**src/jps_pkg.sv**
```systemverilog
// ----------------------------------------------------------------------------
// jps_pkg: shared types, constants and helpers
// Fixed-point formats, controller/datapath command codes and rounding helper
// for the Jacobi polynomial sequence unit.
// ----------------------------------------------------------------------------
package jps_pkg;

  localparam int MAX_ORDER     = 64;
  localparam int OUT_FRAC_BITS = 24;
  localparam int DEG_W         = $clog2(MAX_ORDER);
  localparam int CNT_W         = 7;
  localparam int CFG_W         = 31;
  localparam int CFG_IDX_W     = 2;
  localparam int P1_SH         = 55 - OUT_FRAC_BITS;

  localparam logic [CFG_IDX_W-1:0] REG_ALPHA = 2'd0;
  localparam logic [CFG_IDX_W-1:0] REG_BETA  = 2'd1;
  localparam logic [CFG_IDX_W-1:0] REG_DERIV = 2'd2;

  typedef logic signed [63:0]  s64_t;
  typedef logic signed [127:0] s128_t;

  localparam s64_t ONE_Q24  = 64'sh0000_0000_0100_0000;
  localparam s64_t TWO_Q24  = 64'sh0000_0000_0200_0000;
  localparam s64_t ONE_Q30  = 64'sh0000_0000_4000_0000;
  localparam s64_t TWO_Q30  = 64'sh0000_0000_8000_0000;
  localparam s64_t S64_MAX  = 64'sh7FFF_FFFF_FFFF_FFFF;
  localparam s64_t S64_MIN  = 64'sh8000_0000_0000_0000;
  localparam s64_t Q0_VAL   = s64_t'(64'sd1 <<< OUT_FRAC_BITS);

  // datapath operation codes
  typedef logic [4:0] op_t;
  localparam op_t OP_AA     = 5'd0;
  localparam op_t OP_BB     = 5'd1;
  localparam op_t OP_P1A    = 5'd2;
  localparam op_t OP_P1B    = 5'd3;
  localparam op_t OP_P1C    = 5'd4;
  localparam op_t OP_T1     = 5'd5;
  localparam op_t OP_T2     = 5'd6;
  localparam op_t OP_F1     = 5'd7;
  localparam op_t OP_T3     = 5'd8;
  localparam op_t OP_F2     = 5'd9;
  localparam op_t OP_D1     = 5'd10;
  localparam op_t OP_D2     = 5'd11;
  localparam op_t OP_N1     = 5'd12;
  localparam op_t OP_N2     = 5'd13;
  localparam op_t OP_DIV    = 5'd14;
  localparam op_t OP_Q0     = 5'd15;
  localparam op_t OP_DV     = 5'd16;
  localparam op_t OP_EMIT_Z = 5'd17;
  localparam op_t OP_EMIT_Q = 5'd18;
  localparam op_t OP_EMIT_D = 5'd19;
  localparam op_t OP_INC    = 5'd20;

  typedef struct packed {
    logic load;
    logic start;
    op_t  op;
  } dp_cmd_t;

  typedef struct packed {
    logic done;
    logic deriv;
    logic cnt_zero;
    logic cnt_one;
    logic k_last;
    logic k_zero;
  } dp_sts_t;

  // round half up, arithmetic shift right, clip to 64 bits; bit 64 flags a clip
  function automatic logic [64:0] shr_rnd_sat(input s128_t v, input int sh);
    s128_t t;
    s128_t q;
    logic  sat;
    s64_t  r;
    t   = v + (s128_t'(1) <<< (sh - 1));
    q   = t >>> sh;
    sat = (q[127:63] != {65{q[63]}});
    if (sat) begin
      r = t[127] ? S64_MIN : S64_MAX;
    end else begin
      r = q[63:0];
    end
    return {sat, r};
  endfunction

endpackage

```
**src/jps_ctrl.sv**
```systemverilog
// ----------------------------------------------------------------------------
// jps_ctrl: sequencing controller
// Walks the per-degree operation sequence and issues one datapath
// operation at a time, waiting for its completion.
// ----------------------------------------------------------------------------
module jps_ctrl import jps_pkg::*; (
  input  logic    clk,
  input  logic    rst_n,
  input  logic    in_valid,
  output logic    in_ready,
  input  dp_sts_t sts,
  output dp_cmd_t cmd
);

  localparam logic [4:0] S_IDLE = 5'd0;
  localparam logic [4:0] S_CHK  = 5'd1;
  localparam logic [4:0] S_AA   = 5'd2;
  localparam logic [4:0] S_BB   = 5'd3;
  localparam logic [4:0] S_EZ   = 5'd4;
  localparam logic [4:0] S_Q0   = 5'd5;
  localparam logic [4:0] S_OUT  = 5'd6;
  localparam logic [4:0] S_DV   = 5'd7;
  localparam logic [4:0] S_ED   = 5'd8;
  localparam logic [4:0] S_EQ   = 5'd9;
  localparam logic [4:0] S_INC  = 5'd10;
  localparam logic [4:0] S_P1A  = 5'd11;
  localparam logic [4:0] S_P1B  = 5'd12;
  localparam logic [4:0] S_P1C  = 5'd13;
  localparam logic [4:0] S_T1   = 5'd14;
  localparam logic [4:0] S_T2   = 5'd15;
  localparam logic [4:0] S_F1   = 5'd16;
  localparam logic [4:0] S_T3   = 5'd17;
  localparam logic [4:0] S_F2   = 5'd18;
  localparam logic [4:0] S_D1   = 5'd19;
  localparam logic [4:0] S_D2   = 5'd20;
  localparam logic [4:0] S_N1   = 5'd21;
  localparam logic [4:0] S_N2   = 5'd22;
  localparam logic [4:0] S_DIV  = 5'd23;

  logic [4:0] state_r;
  logic [4:0] state_nxt;
  logic       pend_r;
  logic       pend_nxt;
  logic       has_op;
  op_t        op;
  logic [4:0] after;

  // operation and successor of each working state
  always_comb begin
    has_op = 1'b1;
    op     = OP_Q0;
    after  = S_IDLE;
    case (state_r)
      S_AA:  begin op = OP_AA;  after = S_BB; end
      S_BB:  begin op = OP_BB;  after = sts.deriv ? S_EZ : S_Q0; end
      S_EZ:  begin op = OP_EMIT_Z; after = sts.cnt_one ? S_IDLE : S_Q0; end
      S_Q0:  begin op = OP_Q0;  after = S_OUT; end
      S_DV:  begin op = OP_DV;  after = S_ED; end
      S_ED:  begin op = OP_EMIT_D; after = sts.k_last ? S_IDLE : S_INC; end
      S_EQ:  begin op = OP_EMIT_Q; after = sts.k_last ? S_IDLE : S_INC; end
      S_INC: begin op = OP_INC; after = sts.k_zero ? S_P1A : S_T1; end
      S_P1A: begin op = OP_P1A; after = S_P1B; end
      S_P1B: begin op = OP_P1B; after = S_P1C; end
      S_P1C: begin op = OP_P1C; after = S_OUT; end
      S_T1:  begin op = OP_T1;  after = S_T2; end
      S_T2:  begin op = OP_T2;  after = S_F1; end
      S_F1:  begin op = OP_F1;  after = S_T3; end
      S_T3:  begin op = OP_T3;  after = S_F2; end
      S_F2:  begin op = OP_F2;  after = S_D1; end
      S_D1:  begin op = OP_D1;  after = S_D2; end
      S_D2:  begin op = OP_D2;  after = S_N1; end
      S_N1:  begin op = OP_N1;  after = S_N2; end
      S_N2:  begin op = OP_N2;  after = S_DIV; end
      S_DIV: begin op = OP_DIV; after = S_OUT; end
      default: has_op = 1'b0;
    endcase
  end

  always_comb begin
    state_nxt = state_r;
    pend_nxt  = pend_r;
    in_ready  = (state_r == S_IDLE);
    cmd.load  = 1'b0;
    cmd.start = 1'b0;
    cmd.op    = op;
    case (state_r)
      S_IDLE: begin
        if (in_valid) begin
          cmd.load  = 1'b1;
          state_nxt = S_CHK;
        end
      end
      S_CHK: state_nxt = sts.cnt_zero ? S_IDLE : S_AA;
      S_OUT: state_nxt = sts.deriv ? S_DV : S_EQ;
      default: begin
        if (has_op) begin
          if (!pend_r) begin
            cmd.start = 1'b1;
            pend_nxt  = 1'b1;
          end else if (sts.done) begin
            pend_nxt  = 1'b0;
            state_nxt = after;
          end
        end else begin
          state_nxt = S_IDLE;
        end
      end
    endcase
  end

  always_ff @(posedge clk) begin
    if (!rst_n) begin
      state_r <= S_IDLE;
      pend_r  <= 1'b0;
    end else begin
      state_r <= state_nxt;
      pend_r  <= pend_nxt;
    end
  end

endmodule

```
**config.mk**
```make
export PLATFORM = sky130hd
export DESIGN_NAME = jps_ctrl
export DESIGN_NICKNAME = d
export VERILOG_FILES = /design/src/jps_pkg.sv /design/src/jps_ctrl.sv
export SDC_FILE = /design/constraint.sdc
export NUM_CORES = 1
export LEC_CHECK = 0
export ABC_AREA = 1
export BUFFER_PORTS_ARGS = -buffer_cell sky130_fd_sc_hd__clkbuf_2
export CORE_MARGIN = 3
export CORE_UTILIZATION = 50
export DETAILED_ROUTE_END_ITERATION = 8
export GPL_TIMING_DRIVEN = 0
export PLACE_DENSITY = 0.81
export SLEW_MARGIN = 20
export SYNTH_ARGS = -nofsm -noshare
export SYNTH_HDL_FRONTEND = slang
export SYNTH_SLANG_ARGS = --single-unit
```
**constraint.sdc**
```tcl
create_clock -name clk -period 2.84 [get_ports clk]
set_input_delay 0.852 -clock clk [delete_from_list [all_inputs] [get_ports clk]]
set_output_delay 0.852 -clock clk [all_outputs]
set_load 0.01 [all_outputs]
```
# Word level (Yosys, flattened, before mapping)
# Index checks and enable logic that the tools add are counted.
totals:
  regBits: 6
  latchBits: 0
  ram_bits: 0
  rom_bits: 0
  in_bits: 9
  word_cells: 57
  memories: 0
op_classes:
  add_sub_neg: 0
  n_mul: 0
  div_mod_pow: 0
  n_lt_le_gt_ge: 0
  eq_ne: 26
  shift: 0
  muxes: 21
  bitwise: 1
  reduce_logical: 7
op_table:
  columns: ["cell", "n"]
  rows:
  - ["case mux 5 bit (20 select lines)", 1]
  - ["case mux 5 bit (18 select lines)", 1]
  - ["== test 5 x 4 -> 1 bit, second input constant", 8]
  - ["== test 5 bit, second input constant", 8]
  - ["OR reduction 21 bit", 1]
  - ["== test 5 x 3 -> 1 bit, second input constant", 4]
  - ["two-way mux 5 bit", 4]
  - ["case mux 5 bit (3 select lines)", 1]
  - ["== test 5 x 2 -> 1 bit, second input constant", 2]
  - ["inequality test 5 x 3 -> 1 bit, second input constant", 2]
  - ["two-way mux 1 bit", 9]
  - ["two-way mux 4 bit", 2]
  - ["two-way mux 3 bit", 2]
  - ["OR reduction 3 bit", 2]
  - ["== test 5 x 1 -> 1 bit, second input constant", 1]
  - ["zero test 5 bit", 1]
  - ["AND reduction 3 bit", 1]
  - ["two-way mux 2 bit", 1]
  - ["inequality test 2 bit, second input constant", 1]
  - ["AND reduction 2 bit", 1]
  - ["OR reduction 2 bit", 1]
  - ["inverter 1 bit", 1]

# Depth between registers and ports, before layout
# Gate-level depths: netlist of run 1.
depth:
  ltp_word: 7
  mapped_depth: 11
  mapped_depth_nobuf: 11

# Least setup slack after synthesis of run 1
# Ideal clock, no wire load.
synth_path:
  path_kind: "reg2out"
  start: "register state_r[3]"
  end: "output port cmd[0] in the netlist's numbering"
  arrival_time_ns: 1.230
  required_ns: 1.988
  setup_slack_ns: 0.758
  path_stages_with_launch: 7
  n_path_buf: 0
  path_cell_list: "dfxtp_1 > inv_1 > nand3_1 > inv_2 > nor4_1 > nand2_1 > o211ai_1"
synth_rtl:
  columns: ["element", "line", "rtl"]
  rows:
  - ["start, declared", "jps_ctrl.sv:40", "logic [4:0] state_r;"]
  - ["start signal, assigned", "jps_ctrl.sv:116", "state_r <= state_nxt;"]
  - ["end, declared", "jps_ctrl.sv:12", "output dp_cmd_t cmd"]

==> results of run 1 <==
## cell type report
class,instances,area (sq um),share of cell area (%)
buffer,1,7.507,0.8535
tap,15,18.77,2.134
multi-input combinational,106,560.5,63.73
inverter,18,67.56,7.681
sequential,6,122.6,13.94
timing repair buffer,16,80.08,9.104
clock buffer,3,22.52,2.560
## power by group
part	total (mW)	leakage [nW]	internal [mW]	switching (mW)
registers	0.159	0.0501	0.113	0.0462
clock network	0.0739	0.0138	0.0475	0.0264
logic	0.602	0.393	0.217	0.385
## layer usage
metal / up-vias / share of wire (%) / global-route usage [%]
li1: 478 / - / -
met1: 403 / 44 / 30.53
met2: 57 / 45 / 36.68
met3: 8 / 9.4 / 5.179
met4: 0 / 1.5 / 11.70
met5: - / 0 / 0
## metrics by stage
stage / setup slack, ns / std cells
final: 0.2010 / 165
after global routing: 0.02794 / 165
after CTS: 0.1779 / 165
after detailed placement: 0.4467 / 162
after global placement: 0.4555 / 162
after floorplan: 0.7577 / 131
## placed cells by master, fill, tap and decap left out, drive strengths merged
| master | netlist | final |
|---|---|---|
| a31oi | 1 | 1 |
| o211ai | 1 | 1 |
| a21oi | 7 | 7 |
| nand3 | 20 | 20 |
| o31ai | 1 | 1 |
| nor3 | 2 | 2 |
| o2111ai | 2 | 2 |
| dfxtp | 6 | 6 |
| buf | 1 | 1 |
| clkbuf | 0 | 19 |
| o21ai | 4 | 4 |
| nand4 | 3 | 3 |
| nor2 | 29 | 29 |
| inv | 18 | 18 |
| nand2 | 31 | 31 |
| nand3b | 2 | 2 |
| nor4 | 2 | 2 |
| nor3b | 1 | 1 |
## logic make-up (layout without fill, tap and decap cells)
family          after synthesis  count (layout)
flops                         6               6
buf+inv                      19              38
compound gates               16              16
simple gates                 90              90
## registers in the layout, summed over array words and instances (netlist names)
register	count
state_r	5
pend_r	1
## worst reg2reg max path, stage by stage (launching register included)
cell and delay (ns):
sky130_fd_sc_hd__dfxtp_1 0.44, sky130_fd_sc_hd__inv_2 0.08, sky130_fd_sc_hd__nor2_2 0.28, sky130_fd_sc_hd__nand3_1 0.15, sky130_fd_sc_hd__nand2_2 0.15, sky130_fd_sc_hd__nor2_4 0.06
sky130_fd_sc_hd__nand3_4 0.08, sky130_fd_sc_hd__nand2_4 0.06, sky130_fd_sc_hd__nand2_4 0.09, sky130_fd_sc_hd__nand2_1 0.06, sky130_fd_sc_hd__nand2_1 0.07, sky130_fd_sc_hd__nor2_2 0.03
## worst max path at each step
stage	end	slack (ns)	cells past startpoint
4_1_cts	cmd[0]	0.18	7
3_3_place_gp	cmd[2]	0.46	8
5_1_grt	cmd[2]	0.03	8
3_5_place_dp	cmd[0]	0.45	7
6_report	cmd[2]	0.20	8
2_1_floorplan	cmd[0]	0.76	6
## timing repair
action / 4_1_cts / 5_1_grt
hold buffers: 0 / 0
hold endpoints to repair: 0 / 0
endpoints found under the setup margin: 0 / 2
resized for setup: 0 / 2
==> reports/summary.md, run 1 <==
The run finished with clean final reports. The run gives 1 as the number of H-tree levels. Of the cells placed in the final design, the portion with a size suffix greater than 1 is 29.33%. The arrival time of the worst setup path was 1.79 ns.

Counting flops and latches in the post-synthesis netlist gives 6. In this run the clock root is driven by a sky130_fd_sc_hd__clkbuf_4. TritonCTS built the clock tree.

Counting both buffers and inverters, the worst setup path holds a total of 2. By area, the combinational part of the netlist is dominated by simple AND/OR/NAND/NOR gates. The cell type of the slowest stage on the worst timing path was sky130_fd_sc_hd__dfxtp_1. The detailed-route via count is 946, and the worst reg2reg path depth is 11. The first routing iteration left 41 violations. For the synthesized netlist cell count, the log shows 131.

The category of cells accounting for the largest share of critical-path delay was simple AND/OR/NAND/NOR gates. The type of destination of the critical path is an output port. Synthesized-area fraction occupied by adder cells: 0%. Subtracting the final worst setup slack from the clock period gives 2.639 ns. The number of nets in the synthesized netlist is 140. In this run the critical register-to-register path is launched from state_r[1]. The die is 44.88 microns wide. The analysis attributes to cell leakage a power of 0.4567 nW. The count of pins over their slew limit came out at 0. Maximum VDD drop: 0.5305 mV. Number of vias per cell after detailed routing: 5.733. The HPWL after detailed placement is 1.641 mm. The kind of start point of the critical path was a flop. Counting along the longest clock path gives a buffer depth of 2. After floorplanning, the core was sized to cover 0.001366 sq mm.

The logs give 0.8347 mW for the total chip power and 0 for the final setup violation count. For the total of max-cap violations, the log shows 0. Summed over all instances, the cell type with the most area after synthesis is sky130_fd_sc_hd__dfxtp_1. Number of global-route vias before repair: 868. The utilization of the core after routing was 64.38%; the total wirelength of the detailed-routed design was 2.020 mm. The run gives 378.9 MHz as the achievable frequency.

Capturing point of the worst reg2reg path: state_r[1]. Global routing used 23.57% of the available tracks across all layers. The congestion estimate from routability-driven global placement came to 0.9616.

The post-synthesis sequential area ratio came out at 15.89%. After clock tree synthesis, the clock-pin slew on the worst setup and hold paths is 0.04 ns. Starting density of the core: 55.31%.

In this run the power density over the cells is 949.0 mW/mm^2. The cell area after technology mapping was 755.7 sq um; the number of nets in the finished design was 161. In this run, synthesis inferred 0 flip-flops with an integrated enable. The run gives 0 as the diode insertion count for antenna repair.

Buffers inserted during clock tree synthesis total 3. The run gives 879.6 sq um as the final instance area. The pin count of the biggest net entering global routing came out at 11. The largest single stage delay on the critical path is 0.44 ns. In this run the remaining antenna-violating nets after routing total 0. The count of yosys warnings during synthesis was 0.

The transition time at the pin with the least slew margin is 0.3564 ns, and the number of port buffers is 16. Of all nets on the critical path, the largest fanout is 7. Yosys attributes the largest share of cell area to sky130_fd_sc_hd__dfxtp_1 16%, sky130_fd_sc_hd__nand2_1 13%, sky130_fd_sc_hd__nand3_1 12%, sky130_fd_sc_hd__nor2_1 9.9%, sky130_fd_sc_hd__inv_1 6.0%.

Counting distinct cell types in the post-synthesis netlist gives 24. Walking the worst path, the cells encountered are inv_2 > nor2_2 > nand3_2 > nand2_1 > nor4_1 > nand2_1 > o2111ai_1 > clkbuf_2. Latest clock arrival within the worst-skew pair: 0.24 ns. The final total negative setup slack was 0 ns; the routed wire length per instance was 12.24 microns.

The mean area per synthesized cell is 5.769 sq um. Setup repair after global routing left no endpoint under its margin. The share of cell area taken by muxes after synthesis was 0%; the area growth from synthesis to layout was 16.39%. The number of DRC violations after detailed routing was 0; the overflow left after global routing was 0.

Of the total synthesized cell area, the portion taken by AND, OR, NAND and NOR gates is 61.75%. The final hold violation count is 0. The complex-gate fraction of the synthesized area came out at 12.42%. Instance area after placement: 854.6 sq um. The commonest cells after synthesis are 26 x sky130_fd_sc_hd__nand2_1, 20 x sky130_fd_sc_hd__nor2_1, 18 x sky130_fd_sc_hd__nand3_1, 12 x sky130_fd_sc_hd__inv_1, 7 x sky130_fd_sc_hd__a21oi_1. The layout has 133 filler cells.

In this run the register-to-register setup slack is 1.17 ns. For the number of antenna violations at the first check in global routing, the log shows 0. The count of clock tree sinks is 6. For the top-level I/O count, the log shows 17. The setup skew after layout is 0.0004198 ns, and the data required time of the worst path is 1.99 ns. Top flip-flop cell by instance count after synthesis: sky130_fd_sc_hd__dfxtp_1. Once the clock tree was built, the setup fixing pass inserted 0 buffers. After layout, the worst path uses 92.92% of the clock period. The number of detailed-route iterations in the first pass was 4. After synthesis, the share of flip-flops with an asynchronous set or reset is 0%. Along the worst hold path, the cell count comes to 2. Tracing the worst setup path back leads to its startpoint at state_r[1]. Most repeated cell in the gate-level netlist after synthesis: sky130_fd_sc_hd__nand2_1. Most frequent cell on the critical path: sky130_fd_sc_hd__nand2_1. In this run the most critical hold path is launched from pend_r.

Endpoint of the worst hold path: pend_r. The smallest hold slack is 0.5310 ns. The post-synthesis share of cell area spent on xor and xnor gates was 0%; the total die area was 0.002014 sq mm. The logs give 76.06% for the remaining max-slew budget at the tightest pin and 3.574 mm for the wire length of the first global-routing pass. Number of rows in the core area: 13. The area fraction of the dominant cell type after synthesis works out to 15.89%. Type of the most critical hold path: flop to flop. The worst setup path is of the flop to output port kind. The die span in y works out to 44.88 microns.
No activity file was read; power rests on OpenSTA's default activity.
==> run 2, diff against run 1 <==
RECOVER_POWER = 50   (was unset)
==> run 2 against run 1 <==
Net effect:
- die area unchanged
- register-to-register slack worse by 0.15 ns
- global-route usage stayed put
- power fell by 1.5%
- sequential share of layout area is 0.12 points higher
- critical path depth is the same
- largest cell class unchanged
==> reports/summary.md, run 2 (synthesis results as in run 1) <==
The run finished with clean final reports. In the routed layout, each cell is associated on average with a via count of 5.673. The register with the most flip-flops in the layout has 5 of them. The ratio of final minimum period to clock period works out to 93.27%.

Leading cell type in the layout, fill and taps excluded: sky130_fd_sc_hd__nand2_1. Summed over all failing endpoints, the final setup total negative slack is 0 ns. Post-CTS timing repair inserted 0 buffers for setup. The setup skew after layout came out at 0.0003327 ns.

Global routing used 23.57% of the available tracks. The count of pins over their slew limit was 0. In this run the deepest clock path goes through 2 buffers. Setup repair after global routing left no endpoint under its margin.

The detailed router finished its first iteration with 59 violations. The transition time at the pin with the least slew margin was 0.3687 ns; the data required time of the worst path was 1.99 ns. The number of antenna diodes in the final layout is 0. For this run the aggregate overflow at the end of global routing stands at 0. VDD sags by at most 0.5290 mV. Counting I/O delays and the setup requirement, the final critical path takes 2.649 ns. The fraction of final layout cells sized beyond drive strength 1 was 28.00%. Root buffer selected by CTS: sky130_fd_sc_hd__clkbuf_4. In this run the worst path has a maximum fanout of 7.

After detailed routing, the average wire length per cell comes to 12.39 microns. The largest registers in the layout are state_r x5, pend_r x1. STA classifies the critical path startpoint as a flop.

In this run the cell area measured after placement is 854.6 sq um. Routability congestion estimate: 0.9616. For the placed wire-length estimate, the log shows 1.641 mm. Setup violations remaining at the end of the flow were counted as 0. The worst pin sits at a relative slew slack of 75.23%. The type of the setup path with the least slack was flop to output port. After routing the design area is 872.1 sq um.

For this design the ratio of total power to cell area is 942.9 mW/mm^2. The type of the most critical hold path was flop to flop. The die is 44.88 microns wide. The number of H-tree levels was 1. The number of fillers in the final layout was 135. The clock transition time at the flip-flop clock pins of the worst setup and hold paths is 0.04 ns. TritonCTS built the clock tree. At the worst endpoint, the arrival time is 1.80 ns.

The number of rows in the core area was 13. The die is 44.88 microns tall. In the layout the commonest cells are 27 x sky130_fd_sc_hd__nand2_1, 20 x sky130_fd_sc_hd__nor2_1, 18 x sky130_fd_sc_hd__nand3_1. Across the run, the number of max-cap violations was 0. The initial utilization of the core area, before any placement, comes to 55.31%. The first global-routing pass estimated 3.574 mm of wire. Ranked by flip-flop count, first place goes to state_r.

The number of global-route vias before repair was 868; the area of the core was 0.001366 sq mm. Type of destination of the critical path: an output port. The logs give 2.044 mm for the total wirelength of the detailed-routed design and 161 for the number of nets in the finished design. The cell leakage power came out at 0.4549 nW. For this run, design rule violations remaining after detail routing come to 0. The final hold violation count is 0, and the pin count of the biggest net entering global routing is 11.

The logs give 0 for the number of antenna violations at the first check in global routing and 0.002014 sq mm for the total die area. The pre-antenna-repair detailed-routing pass consisted of 4 iterations. The area growth from synthesis to layout works out to 15.40%. Clock tree synthesis found a total of 6 sinks. Clock tree synthesis inserted a total of 3 buffers. The count of buffers added on input and output ports is 16. Static timing analysis puts the maximum clock frequency at 377.5 MHz. Once detail routing completed, the nets flagged for antenna violations numbered 0. Pin placement for this block handled 17 I/O pins.

The detailed-route via count came out at 936. The latest clock arrival within the worst-skew pair was 0.24 ns.
==> run 2: cell counts in the layout (fill, tap and decap cells not counted) <==
No cell type changed its count.
==> run 2: metal layers <==
layer  part of all wire (%)  global-route usage [%]  routed length [microns]  vias up
met5                      0                       0                        0        -
met4                    1.1                   11.70                       23        0
met3                    9.7                   5.179                      198        4
met2                     46                   36.68                      935       63
met1                     43                   30.53                      887      391
li1                       -                       -                        -      478
==> run 2: where the power goes <==
group          switching [mW]  internal, mW  total, mW
clock                  0.0264        0.0475     0.0739
combinational           0.380         0.211      0.590
sequential             0.0451         0.113      0.158
==> run 2: worst paths after layout <==
path | startpoint | to | slack, ns | cells past startpoint
worst max register to register | state_r[1] | state_r[1] | 1.02 | 11
worst min-delay path | pend_r | pend_r | 0.53 | 2
worst min register to register | pend_r | pend_r | 0.53 | 2
worst max-delay path | state_r[1] | cmd[2] | 0.19 | 8
==> run 2: metrics by stage <==
| stage | util (%) | hold slack, ns | worst slack [ns] | power, mW | cells |
|---|---|---|---|---|---|
| 2_1_floorplan | - | 0.4799 | 0.7577 | 0.5939 | 131 |
| 3_5_place_dp | 62.55 | 0.5235 | 0.4467 | 0.7554 | 162 |
| 6_report | 63.83 | 0.5292 | 0.1912 | 0.8223 | 165 |
| 5_1_grt | 63.83 | 0.5486 | 0.02794 | 0.9204 | 165 |
| 3_3_place_gp | 62.55 | 0.5128 | 0.4555 | 0.7458 | 162 |
| 4_1_cts | 64.19 | 0.5320 | 0.1779 | 0.8373 | 165 |
==> run 2: timing repair <==
action | in CTS | in global routing
resized for setup | 0 | 2
hold buffers | 0 | 0
endpoints found under the setup margin | 0 | 2
==> run 2: final cells by class <==
type                            instances  area, sq um  area share [%]
Sequential cell                         6        122.6           14.06
Multi-Input combinational cell        106        553.0           63.41
Timing Repair Buffer                   16        80.08           9.182
Inverter                               18        67.56           7.747
Buffer                                  1        7.507          0.8608
Clock buffer                            3        22.52           2.582
Tap cell                               15        18.77           2.152
==> run 2: critical path, cell delays in order, from the launching register on <==
cell and delay (ns):
sky130_fd_sc_hd__dfxtp_1 0.44, sky130_fd_sc_hd__inv_2 0.08, sky130_fd_sc_hd__nor2_2 0.28, sky130_fd_sc_hd__nand3_2 0.14
sky130_fd_sc_hd__nand2_1 0.16, sky130_fd_sc_hd__nor4_1 0.07, sky130_fd_sc_hd__nand2_1 0.13, sky130_fd_sc_hd__o2111ai_1 0.11
sky130_fd_sc_hd__clkbuf_2 0.14
==> run 3, diff against run 2 <==
SETUP_SLACK_MARGIN = 0.4   (was unset)
==> run 3 against run 2 <==
Net effect:
- flip-flop and latch count unchanged
- hold slack better by 0.0065 ns
- non-clock buffer count up 6
- final cell count up 3.6%
- sequential power up 9%
- count of clock-buffer cells in the layout unchanged
==> reports/summary.md, run 3 (synthesis results as in run 1) <==
The total area inside the core boundary comes to 0.001366 sq mm. The tools report the hold path startpoint as pend_r. The post-route netlist has 37.18% of its cells at a drive strength greater than 1. The run gives 18.4% as the sequential group share of total power.

The number of vias per cell after detailed routing came out at 5.988. The tools report the data required time of the worst path as 1.99 ns. The path with the worst hold slack has its endpoint at pend_r. The clock drives 6 sinks. The largest registers in the layout are state_r x5, pend_r x1.

The worst register-to-register path ends at state_r[1]. For the worst-skew pair, the clock arrives at the later sink with an insertion delay of 0.24 ns. Dividing the final minimum period by the clock period gives 86.88%. The TritonCTS buffer count is 3, and the number of buffers on the longest clock path is 2. The count of cells in the finished layout, fillers not included, comes to 171. Global routing consumed, over all layers together, 24.30% of the routing resources. Setup violations remaining at the end of the flow were counted as 0. From bottom edge to top edge, the die measures 44.88 microns. The leading cell type in the layout, fill and taps excluded was sky130_fd_sc_hd__nand2_1. The utilization of the core after routing came out at 73.08%. After the last flow step, the layout net total stands at 167. The tools report the smallest hold slack as 0.5357 ns. The net switching share of the total power is 53.97%, and the die width is 44.88 microns.

The minimum clock period came out at 2.467 ns. The number of rows in the core area is 13, and the number of cells on the worst hold path is 2. Setup repair after global routing could not meet its margin everywhere.

In this run the worst hold path is classified as flop to flop. For this design the ratio of total power to cell area is 937.2 mW/mm^2. Across the run, the number of max-cap violations was 0.

The setup skew after layout is 0.0008386 ns, and the arrival time of the worst setup path is 1.62 ns. Adding up every negative setup slack in the final design gives 0 ns. The remaining max-slew budget at the tightest pin came out at 75.17%. The largest fanout of any net on the critical path was 6; the number of fillers in the final layout was 110. The final hold violation count came out at 0. Per report_power, the clock group accounts for 7.9% of the total.

The maximum VDD drop was 0.5750 mV. The critical path is of the flop to output port type. The total overflow left after global routing is 0. The placed wire-length estimate is 1.641 mm. The kind of start point of the critical path was a flop. The analysis attributes to cell leakage a power of 0.4951 nW.

The tools report the total placed cells including tap cells as 162. The flip-flop count of the largest register, all copies and words added came out at 5. The critical register-to-register path startpoint was state_r[0]. The starting density of the core is 55.31%, and the share of power burned in combinational logic is 73.7%.

The tools report the detailed-route via count as 1024. STA classifies the critical path endpoint as an output port. After clock tree synthesis, the clock-pin slew on the worst setup and hold paths is 0.04 ns.

The worst reg2reg path depth was 12. The register with the most flip-flops was state_r. The number of detailed-route iterations in the first pass was 4.

The internal portion of total power was 0.4307 mW; the number of DRC violations after detailed routing was 0. The detailed router's first-iteration violation count is 33, and the routability congestion estimate is 0.9616. The floorplan step defined a die boundary enclosing 0.002014 sq mm. The detail route stage leaves a number of antenna-violating nets equal to 0. After layout, the design draws a total of 0.9357 mW. 0 antenna diodes ended up in the layout.

In this run the count of I/O pins placed on the die edge is 17. In the final routed layout, each cell accounts on average for 13.84 microns. Number of global-route vias before repair: 892. The logs give 0.5050 mW for the net switching component of the power and 0 for the count of pins over their slew limit.

Leaving out fill and tap cells, the most frequent cells in the layout are 27 x sky130_fd_sc_hd__nand2_1, 17 x sky130_fd_sc_hd__nor2_1, 16 x sky130_fd_sc_hd__nand3_1. At the pin with the least slew margin, the transition time is 0.3696 ns. The tools report the root buffer selected by CTS as sky130_fd_sc_hd__clkbuf_4. The run gives 0 as the count of hold buffers inserted by post-cts repair. Across all register-to-register paths, the minimum setup slack is 0.88 ns. The first global-routing pass estimated 3.691 mm of wire. Tracing the worst setup path back leads to its startpoint at state_r[0].

The number of port buffers came out at 16. The number of antenna violations at the first check in global routing was 0. The achievable frequency was 405.3 MHz; the total wirelength of the detailed-routed design was 2.366 mm. TritonCTS built the clock tree. The number of H-tree levels was 1; the pin count of the biggest net entering global routing was 11.

The flow ran to the end, and the final reports show no timing, DRC or antenna violations. The area growth from synthesis to layout works out to 32.12%.
-- run 3: changes by cell type in the layout (fill, tap and decap cells not counted), sizes merged --
cell    delta
buf        +9
clkbuf     -3
-- run 3: layout make-up --
| class | instances | area (sq um) | area share, % |
|---|---|---|---|
| multi-input cells | 106 | 620.6 | 62.16 |
| repair buffers | 22 | 121.4 | 12.16 |
| inverters | 18 | 75.07 | 7.519 |
| well taps | 15 | 18.77 | 1.880 |
| flip-flops and latches | 6 | 132.6 | 13.28 |
| clock buffers | 3 | 22.52 | 2.256 |
| plain buffers | 1 | 7.507 | 0.7519 |
-- run 3: metal layers --
layer  share of wire, %  vias to the layer above  wire (microns)  global-route usage (%)
met5                  0                        -               0                       0
met2                 45                       70            1066                   37.54
met4                5.1                        0             120                   12.87
met3                9.4                       16             223                   5.179
met1                 40                      448             955                   31.49
li1                   -                      490               -                       -
-- run 3: stage by stage --
stage	area, sq um	setup slack [ns]
final	998.5	0.3725
after CTS	905.9	0.3953
after detailed placement	854.6	0.4467
after global placement	854.6	0.4555
after global routing	998.5	0.2198
after floorplan	755.7	0.7577
-- run 3: power groups by stage --
stage	clock, mW	combinational [mW]	sequential, mW
4_1_cts	0.0788	0.618	0.165
5_1_grt	0.0845	0.774	0.176
6_report	0.0737	0.689	0.173
2_1_floorplan	0	0.447	0.146
3_5_place_dp	0	0.599	0.157
3_3_place_gp	0	0.591	0.155
-- run 3: worst max-delay path by stage --
stage,endpoint,slack (ns)
after floorplan,cmd[0],0.76
after detailed placement,cmd[0],0.45
after global routing,cmd[2],0.22
final,cmd[2],0.37
after CTS,cmd[0],0.40
after global placement,cmd[2],0.46
-- run 3: critical path, cell delays in order, from the launching register on --
cell                        delay (ns)
sky130_fd_sc_hd__dfxtp_4          0.37
sky130_fd_sc_hd__nor2_1           0.28
sky130_fd_sc_hd__nand3_1          0.19
sky130_fd_sc_hd__nand2_2          0.13
sky130_fd_sc_hd__nor2_4           0.05
sky130_fd_sc_hd__nand2_2          0.10
sky130_fd_sc_hd__o2111ai_1        0.09
sky130_fd_sc_hd__buf_2            0.16
-- run 3: timing repair --
action                                  in CTS  in global routing
buffers inserted                             0                  6
hold endpoints to repair                     0                  0
resized for setup                           10                 23
endpoints found under the setup margin       5                  5
pin swaps                                    1                  7
